===== config.mk =====
export PLATFORM = sky130hd
export DESIGN_NAME = ipv4_dotted_quad_parser_unit
export DESIGN_NICKNAME = d
export VERILOG_FILES = /design/src/hdl/ipv4dq_pkg.sv /design/src/hdl/ipv4_dotted_quad_parser_unit.sv
export SDC_FILE = /design/constraint.sdc
export NUM_CORES = 1
export LEC_CHECK = 0
export BUFFER_PORTS_ARGS = -buffer_cell sky130_fd_sc_hd__buf_2
export CORE_MARGIN = 1.5
export CORE_UTILIZATION = 40
export DETAILED_ROUTE_END_ITERATION = 8
export RECOVER_POWER = 50
export SLEW_MARGIN = 15
export SYNTH_ARGS = -nofsm -noshare
export SYNTH_HDL_FRONTEND = slang
export SYNTH_SLANG_ARGS = --single-unit
export TNS_END_PERCENT = 5

===== constraint.sdc =====
create_clock -name i_clk -period 4.12 [get_ports i_clk]
set_input_delay 0.206 -clock i_clk [delete_from_list [all_inputs] [get_ports i_clk]]
set_output_delay 0.206 -clock i_clk [all_outputs]
set_load 0.01 [all_outputs]

===== src/hdl/ipv4dq_pkg.sv =====
// Package for the dotted-quad IPv4 string parser.
// Holds the transfer payload types and the character constants.
// No dependencies.
package ipv4dq_pkg;

    localparam logic [9:0] C_OCTET_MAX   = 10'd255;
    localparam logic [7:0] C_DOT_CHAR    = 8'h2E;
    localparam logic [7:0] C_ZERO_CHAR   = 8'h30;
    localparam logic [7:0] C_NINE_CHAR   = C_ZERO_CHAR + 8'd9;
    localparam logic [1:0] C_LAST_OCTET  = 2'd3;  // octet count of four, less one

    typedef struct packed {
        logic [7:0] char_byte;
        logic       last;
        logic       empty_string;
    } t_in_item;

    typedef struct packed {
        logic [31:0] address;
        logic        valid_res;
    } t_out_item;

endpackage


===== src/hdl/ipv4_dotted_quad_parser_unit.sv =====
// Dotted-quad IPv4 string parser, top level.
// Depends on ipv4dq_pkg.
//
// Usage:
//   Input channel (i_in_valid / o_in_ready / i_in_data) takes one string byte
//   per transfer; last marks the final byte, empty_string stands for a whole
//   zero-length string. Output channel (o_out_valid / i_out_ready /
//   o_out_data) gives one result per finished string: the packed address
//   (first octet in bits 31..24) and valid_res. Invalid strings give address 0.
//   An empty_string item drops any partial string and gives an invalid result.
//   A byte is registered in the input register on its input transfer, its
//   parse step runs from there, and the result is registered in the output
//   register, from which it is offered. Throughput: one byte per cycle while
//   the receiver does not stall, set by the parse-state update.
//   When the receiver stalls, the result is held in the output register and
//   one further byte waits in the input register; bytes that end no string
//   keep flowing, a byte that would give a second result waits.
//   Reset (synchronous, active low) clears both channels and the parse state.
module ipv4_dotted_quad_parser_unit
    import ipv4dq_pkg::*;
(
    input  logic      i_clk,
    input  logic      i_rst_n,
    input  logic      i_in_valid,
    output logic      o_in_ready,
    input  t_in_item  i_in_data,
    output logic      o_out_valid,
    input  logic      i_out_ready,
    output t_out_item o_out_data
);

    logic        r_in_valid;
    t_in_item    r_in;
    logic        r_out_valid;
    t_out_item   r_out;

    logic [1:0]  r_octet_index, s_octet_index;
    logic [1:0]  r_digit_count, s_digit_count;
    logic [9:0]  r_octet_value, s_octet_value;
    logic        r_zero_closed, s_zero_closed;
    logic        r_failed,      s_failed;
    logic [23:0] r_addr,        s_addr;

    logic        is_digit;
    logic [3:0]  digit;
    logic        emits;
    logic        advance;
    logic        ok;
    t_out_item   n_out;

    assign is_digit = (r_in.char_byte >= C_ZERO_CHAR) && (r_in.char_byte <= C_NINE_CHAR);
    assign digit    = 4'(r_in.char_byte - C_ZERO_CHAR);
    assign emits    = r_in.last | r_in.empty_string;
    assign advance  = r_in_valid && (!emits || !r_out_valid || i_out_ready);
    assign o_in_ready = !r_in_valid || advance;

    // one byte of parse
    always_comb begin
        s_octet_index = r_octet_index;
        s_digit_count = r_digit_count;
        s_octet_value = r_octet_value;
        s_zero_closed = r_zero_closed;
        s_failed      = r_failed;
        s_addr        = r_addr;
        if (!r_failed) begin
            if (is_digit) begin
                if (r_zero_closed || r_digit_count == 2'd3) begin
                    s_failed = 1'b1;
                end else if (r_digit_count == 2'd0 && digit == 4'd0) begin
                    s_zero_closed = 1'b1;
                    s_digit_count = 2'd1;
                    s_octet_value = 10'd0;
                end else begin
                    s_octet_value = 10'(r_octet_value * 10'd10 + {6'd0, digit});
                    s_digit_count = r_digit_count + 2'd1;
                end
            end else if (r_in.char_byte == C_DOT_CHAR) begin
                if (r_digit_count == 2'd0 || r_octet_index == C_LAST_OCTET ||
                    r_octet_value > C_OCTET_MAX) begin
                    s_failed = 1'b1;
                end else begin
                    s_addr        = {r_addr[15:0], r_octet_value[7:0]};
                    s_octet_index = r_octet_index + 2'd1;
                    s_digit_count = 2'd0;
                    s_octet_value = 10'd0;
                    s_zero_closed = 1'b0;
                end
            end else begin
                s_failed = 1'b1;
            end
        end
    end

    always_comb begin
        ok = !s_failed && s_octet_index == C_LAST_OCTET && s_digit_count != 2'd0 &&
             s_octet_value <= C_OCTET_MAX;
        n_out.valid_res = 1'b0;
        n_out.address   = 32'd0;
        if (!r_in.empty_string && ok) begin
            n_out.valid_res = 1'b1;
            n_out.address   = {s_addr, s_octet_value[7:0]};
        end
    end

    always_ff @(posedge i_clk) begin
        if (!i_rst_n) begin
            r_in_valid <= 1'b0;
        end else if (o_in_ready) begin
            r_in_valid <= i_in_valid;
        end
        if (o_in_ready) begin
            r_in <= i_in_data;
        end
    end

    always_ff @(posedge i_clk) begin
        if (!i_rst_n) begin
            r_octet_index <= 2'd0;
            r_digit_count <= 2'd0;
            r_octet_value <= 10'd0;
            r_zero_closed <= 1'b0;
            r_failed      <= 1'b0;
            r_addr        <= 24'd0;
        end else if (advance) begin
            if (emits) begin
                r_octet_index <= 2'd0;
                r_digit_count <= 2'd0;
                r_octet_value <= 10'd0;
                r_zero_closed <= 1'b0;
                r_failed      <= 1'b0;
                r_addr        <= 24'd0;
            end else begin
                r_octet_index <= s_octet_index;
                r_digit_count <= s_digit_count;
                r_octet_value <= s_octet_value;
                r_zero_closed <= s_zero_closed;
                r_failed      <= s_failed;
                r_addr        <= s_addr;
            end
        end
    end

    always_ff @(posedge i_clk) begin
        if (!i_rst_n) begin
            r_out_valid <= 1'b0;
        end else if (advance && emits) begin
            r_out_valid <= 1'b1;
        end else if (i_out_ready) begin
            r_out_valid <= 1'b0;
        end
        if (advance && emits) begin
            r_out <= n_out;
        end
    end

    assign o_out_valid = r_out_valid;
    assign o_out_data  = r_out;

    a_invalid_zero: assert property (@(posedge i_clk) disable iff (!i_rst_n)
        r_out_valid && !r_out.valid_res |-> r_out.address == 32'd0)
        else $error("invalid result with nonzero address");

    a_zero_closed: assert property (@(posedge i_clk) disable iff (!i_rst_n)
        r_zero_closed |-> r_digit_count == 2'd1 && r_octet_value == 10'd0)
        else $error("leading-zero flag inconsistent with octet state");

    a_clear_after_end: assert property (@(posedge i_clk) disable iff (!i_rst_n)
        advance && emits |=> r_octet_index == 2'd0 && r_digit_count == 2'd0 && !r_failed)
        else $error("parse state not cleared after string end");

    a_in_hold: assert property (@(posedge i_clk) disable iff (!i_rst_n)
        r_in_valid && !advance |=> r_in_valid && $stable(r_in))
        else $error("stalled input byte lost");

    a_no_overwrite: assert property (@(posedge i_clk) disable iff (!i_rst_n)
        r_out_valid && !i_out_ready |=> r_out_valid && $stable(r_out))
        else $error("pending result overwritten");

endmodule

# == Yosys cells after proc, flatten, opt, wreduce, memory -nomap -nowiden ==
# Index checks and enable logic that the tools add are counted.
# classes
magnitude_cmp,4
eq_ne,8
n_mul,1
reduce_logical,25
bitwise_logic,1
add_sub_neg,4
muxes,40
# op_table
operator,n
24-bit 2-to-1 mux,5
10-bit 2-to-1 mux,7
2-bit 2-to-1 mux,12
1-bit 2-to-1 mux,16
10-bit by 4-bit adder with 10-bit output,1
"10-bit by 8-bit greater-than comparator with 1-bit output, second input constant",1
"10-bit by 8-bit <= comparator with 1-bit output, second input constant",1
"10-bit by 3-bit multiplier with 9-bit output, second input constant",1
"8-bit by 6-bit equality test with 1-bit output, second input constant",1
"8-bit by 6-bit >= comparator with 1-bit output, second input constant",1
"8-bit by 6-bit <= comparator with 1-bit output, second input constant",1
1-bit logical AND,8
"2-bit equality test, second input constant",3
1-bit logical OR,6
"3-bit inequality test, second input constant",2
6-bit AND reduction,1
1-bit zero test,5
"2-bit by 1-bit adder with 2-bit output, second input constant",2
4-bit zero test,1
2-bit nonzero test,2
"4-bit by 1-bit subtractor with 4-bit output, second input constant",1
"3-bit by 1-bit inequality test with 1-bit output, second input constant",1
3-bit nonzero test,1
2-bit zero test,1
other kinds (2),2
# word_totals
wordCells,96
inputBits,14
register_bits,85
out_inout_bits,35

# == Depth between registers and ports, before layout ==
# depth
ltp_word,13
mapped_depth,10
mapped_depth_nobuf,9

# == Least setup slack after synthesis ==
# No wires, ideal clock.
# synth_timing
path_type,register -> register
startpoint,register r_octet_value[1]
endpoint,"register r_out, in the netlist o_out_data[13], data pin"
setup_ns,0.140
path_buffers,1
required_time_ns,3.980
setup_slack_ns,0.797
path_stages_with_launch,11
t_arrival_ns,3.182
synth_period_minus_slack_ns,3.323
path_cell_list,dfxtp_1 -> ha_1 -> ha_1 -> fa_1 -> a211o_1 -> and3_1 -> or4_1 -> o211a_1 -> o41a_4 -> buf_6 -> a21oi_2
# synth_between
elab_chain_len,11
elab_cells_between_ends,34
classes_between,1 x add/sub; 1 x mul; 2 x order compare; 1 x eq/ne; 22 x mux; 7 x reduce/logical
# synth_rtl
item,line_no,text
start: declaration,ipv4_dotted_quad_parser_unit.sv:39,"logic [9:0] r_octet_value, s_octet_value;"
start signal: assignment,ipv4_dotted_quad_parser_unit.sv:135,r_octet_value <= s_octet_value;
"parallel branches: the longest is 11 deep, another holds 10-bit by 3-bit multiplier with 9-bit output",n/a,
end signal: assignment,ipv4_dotted_quad_parser_unit.sv:152,r_out <= n_out;
end: declaration,ipv4_dotted_quad_parser_unit.sv:35,t_out_item r_out;
# Parallel ways; which one is timed is not known.
# A chain may end at the register's enable or synchronous reset.

# == Final worst setup path ==
# layout_timing
startpoint,register r_octet_value[3]
endpoint,"register r_out, in the netlist o_out_data[6], data pin"
# Same word-level chain as after synthesis.

==> impl_metrics.yaml <==
grt:
  grt_pass1_vias: 2995
  grt_max_degree: 43
  grt.overflow.total: 0
  antenna_found_initial: 0
  track_usage_pct: 17.2
  grt_pass1_wl_um: 14900
synthesis:
  synth.most_common_cell: "nand2_1"
  async_flop_share_pct: 0
  avgSynthCellArea_um2: 10.6
  synth_cell_type_count: 49
  synth_edf_count: 43
  ys_warn_count: 0
  synth-seq-cells: 85
  synth.top_cell.area_share_pct: 31.5
  netlist_instances: 389
  yosysTopAreaCell: "edfxtp_1"
  syn-num-nets: 422
  seq_area_frac_synth_pct: 51.9
  synth.area.top_cells: "edfxtp_1 (31%), dfxtp_1 (20%), a22oi_1 (6.2%)"
  synth_flop_cell: "edfxtp_1"
  synthTopCellsByCount: "nand2_1 (61), edfxtp_1 (43), dfxtp_1 (42)"
  synth_area_mm2: 0.00411
timing:
  hold_viol: 0
  fin_crit_sh_pct: 89.0
  setup_violations: 0
  fin_setup_tns_ns: 0
  fin_crit_ns: 3.67
  slew_headroom_pct: -19.5
  clock_skew_ns: 0.0122
  drv_slew: 34
  rsz0062_at_grt: "no"
  fmax_mhz: 273
  worstMarginPinSlew_ns: 1.79
setup_path:
  worst_path_largest_cell_delay_ns: 0.71
  worstRegToRegCells: 9
  cp_top_family: "compound AO/OA/AOI/OAI gates"
  cp_num_buf_inv: 0
  worst_setup_path_start_kind: "flop"
  worstReg2RegStart: "r_octet_value[3]"
  arrival_ns: 3.87
  critical_path.cell_chain: "ha_1 -> ha_1 -> fa_1 -> a211o_1 -> and3_1 -> or4_1 -> o211a_1 -> o41a_4 -> a21oi_1"
  worst-setup-path-type: "reg -> reg"
  worstReg2RegEnd: "o_out_data[6]"
  slowest_stage: "o41a_4"
  cp_max_fo: 33
  regToRegSetupSlack_ns: 0.45
  end_kind: "flop"
  path_common_cell: "ha_1"
  cp.required_ns: 4.32
cts:
  cts_resized: 0
  cts_buffer_depth: 2
  cts_tree: "done"
  clkLatencyLatePin_ns: 0.36
  cts_inserted_buffers: 9
  clk_pin_slew_worst_paths_ns: 0.09
  htreeDepth: 3
  cts_hold_buf: 2
  post-cts-setup-buffer-count: 0
  cts_sinks: 85
  clock-root-buffer: "clkbuf_8"
power:
  p_comb_share_pct: 4.1
  clockPowerShare_pct: 38.8
  power.total_uw: 1590
  pwr-share-seq_pct: 57.2
  p_int_uw: 1220
  p_leak_uw: 0.00162
  p_switching_uw: 370
  irDropWorstVdd_mv: 0.227
  swShare_pct: 23.3
  power_density_mw_per_mm2: 336
drt:
  vias_per_cell: 5.25
  routed_wirelength_um: 9050
  drc_errors: 0
  wl_per_cell_um: 15.5
  drt_iter0_markers: 222
  ant_nets: 0
  first_pass_iters: 5
  vias: 3064
finish:
  regArea_mm2: 0.00213
  layout-drive-gt1-share_pct: 14.9
  final_util_pct: 47.9
  multi_input_area_mm2: 0.00185
  nFillCells: 951
  area_delta_synth_final_pct: 15.0
  num_antenna_cells: 0
  num-nets-final: 479
  fin_area_mm2: 0.00472
hold_path:
  hold_path.class: "in -> reg"
  min_to: "r_in_valid"
  min_from: "i_in_valid"
  whs_path_depth: 3
die:
  die_h_um: 104
  die-area_mm2: 0.0109
  floorplan.die.width_um: 104
  rows: 36
  initial_core_util_pct: 41.6
  core_mm2: 0.00986
  num_io_pins: 49
placed_design:
  place_area_mm2: 0.00446
  dp_hpwl_um: 6170
  gp_congestion: 0.845
  io_buffers: 48
run:
  maxCapViolations: 1
run_status:
  status: "complete, but fails checks"
  violations: "capacitance limit, slew limit"
metal layers:
metal	up-vias	track usage, %	part of all wire [%]
met5	-	0	0
met4	0	3.87	0.72
met3	8	5.26	6.2
met2	86	27.1	45
met1	1453	23.3	48
li1	1517	-	-
flip-flops by register name, indices dropped and copies added, names as in the netlist, 2 cells and up:
| signal | count |
|---|---|
| r_digit_count | 2 |
| r_addr | 24 |
| r_in | 10 |
| r_octet_value | 10 |
| o_out_data | 33 |
| r_octet_index | 2 |
cells by family after synthesis:
family          after synthesis  synth area share, %
flops                        85                 51.9
fa+ha+maj                    19                 6.16
simple gates                143                 17.6
xor+xnor                      8                 1.71
compound gates              106                 19.4
buf+inv                      28                 3.11
per-stage QoR:
| step | hold WS (ns) | std cells | setup slack (ns) |
|---|---|---|---|
| 2_1_floorplan | 0.305 | 389 | 0.797 |
| 3_3_place_gp | 0.382 | 558 | 0.524 |
| 3_5_place_dp | 0.385 | 558 | 0.455 |
| 4_1_cts | 0.000279 | 576 | 0.433 |
| 5_1_grt | 0.0814 | 584 | 0.198 |
| 6_report | 0.0702 | 584 | 0.452 |
power groups by stage:
stage | logic (uW) | registers [uW] | clock network [uW]
after detailed placement | 59.4 | 925 | 0
final | 64.4 | 907 | 614
after global routing | 70.4 | 909 | 664
after global placement | 59.2 | 925 | 0
after floorplan | 32.8 | 926 | 0
after CTS | 60.9 | 906 | 632
area by class of cell:
| class | instances | area share [%] |
|---|---|---|
| Sequential cell | 85 | 45.2 |
| Timing Repair Buffer | 63 | 7.00 |
| Tap cell | 133 | 3.53 |
| Clock inverter | 7 | 1.72 |
| Multi-Input combinational cell | 276 | 39.1 |
| Inverter | 11 | 0.875 |
| Clock buffer | 9 | 2.62 |
tightest hold or removal path, cell delays in order:
cell and delay (ns):
buf_2 0.07, a21oi_1 0.03, nor2b_1 0.08
layout by cell type (no fill, tap or decap), types with 4 or more instances in the layout:
cell type	instances
buf_2	13
o21ai_0	9
clkbuf_1	36
inv_1	11
a22oi_1	34
nor2b_1	39
edfxtp_1	43
dfxtp_1	42
nor2_1	12
clkbuf_8	9
nor2_2	5
a21oi_2	24
buf_4	4
a21oi_1	14
xnor2_1	5
nand2_1	61
ha_1	17
dlygate4sd3_1	10
worst max path at each step:
stage / endpoint / slack [ns] / cells past startpoint / start
after global routing: o_out_data[7] / 0.20 / 9 / r_octet_value[1]
after CTS: o_out_data[6] / 0.43 / 9 / r_octet_value[1]
after floorplan: o_out_data[13] / 0.80 / 10 / r_octet_value[1]
after global placement: o_out_data[6] / 0.52 / 9 / r_octet_value[1]
after detailed placement: o_out_data[6] / 0.45 / 9 / r_octet_value[1]
final: o_out_data[6] / 0.45 / 9 / r_octet_value[3]
No activity file was read; power rests on OpenSTA's default activity.
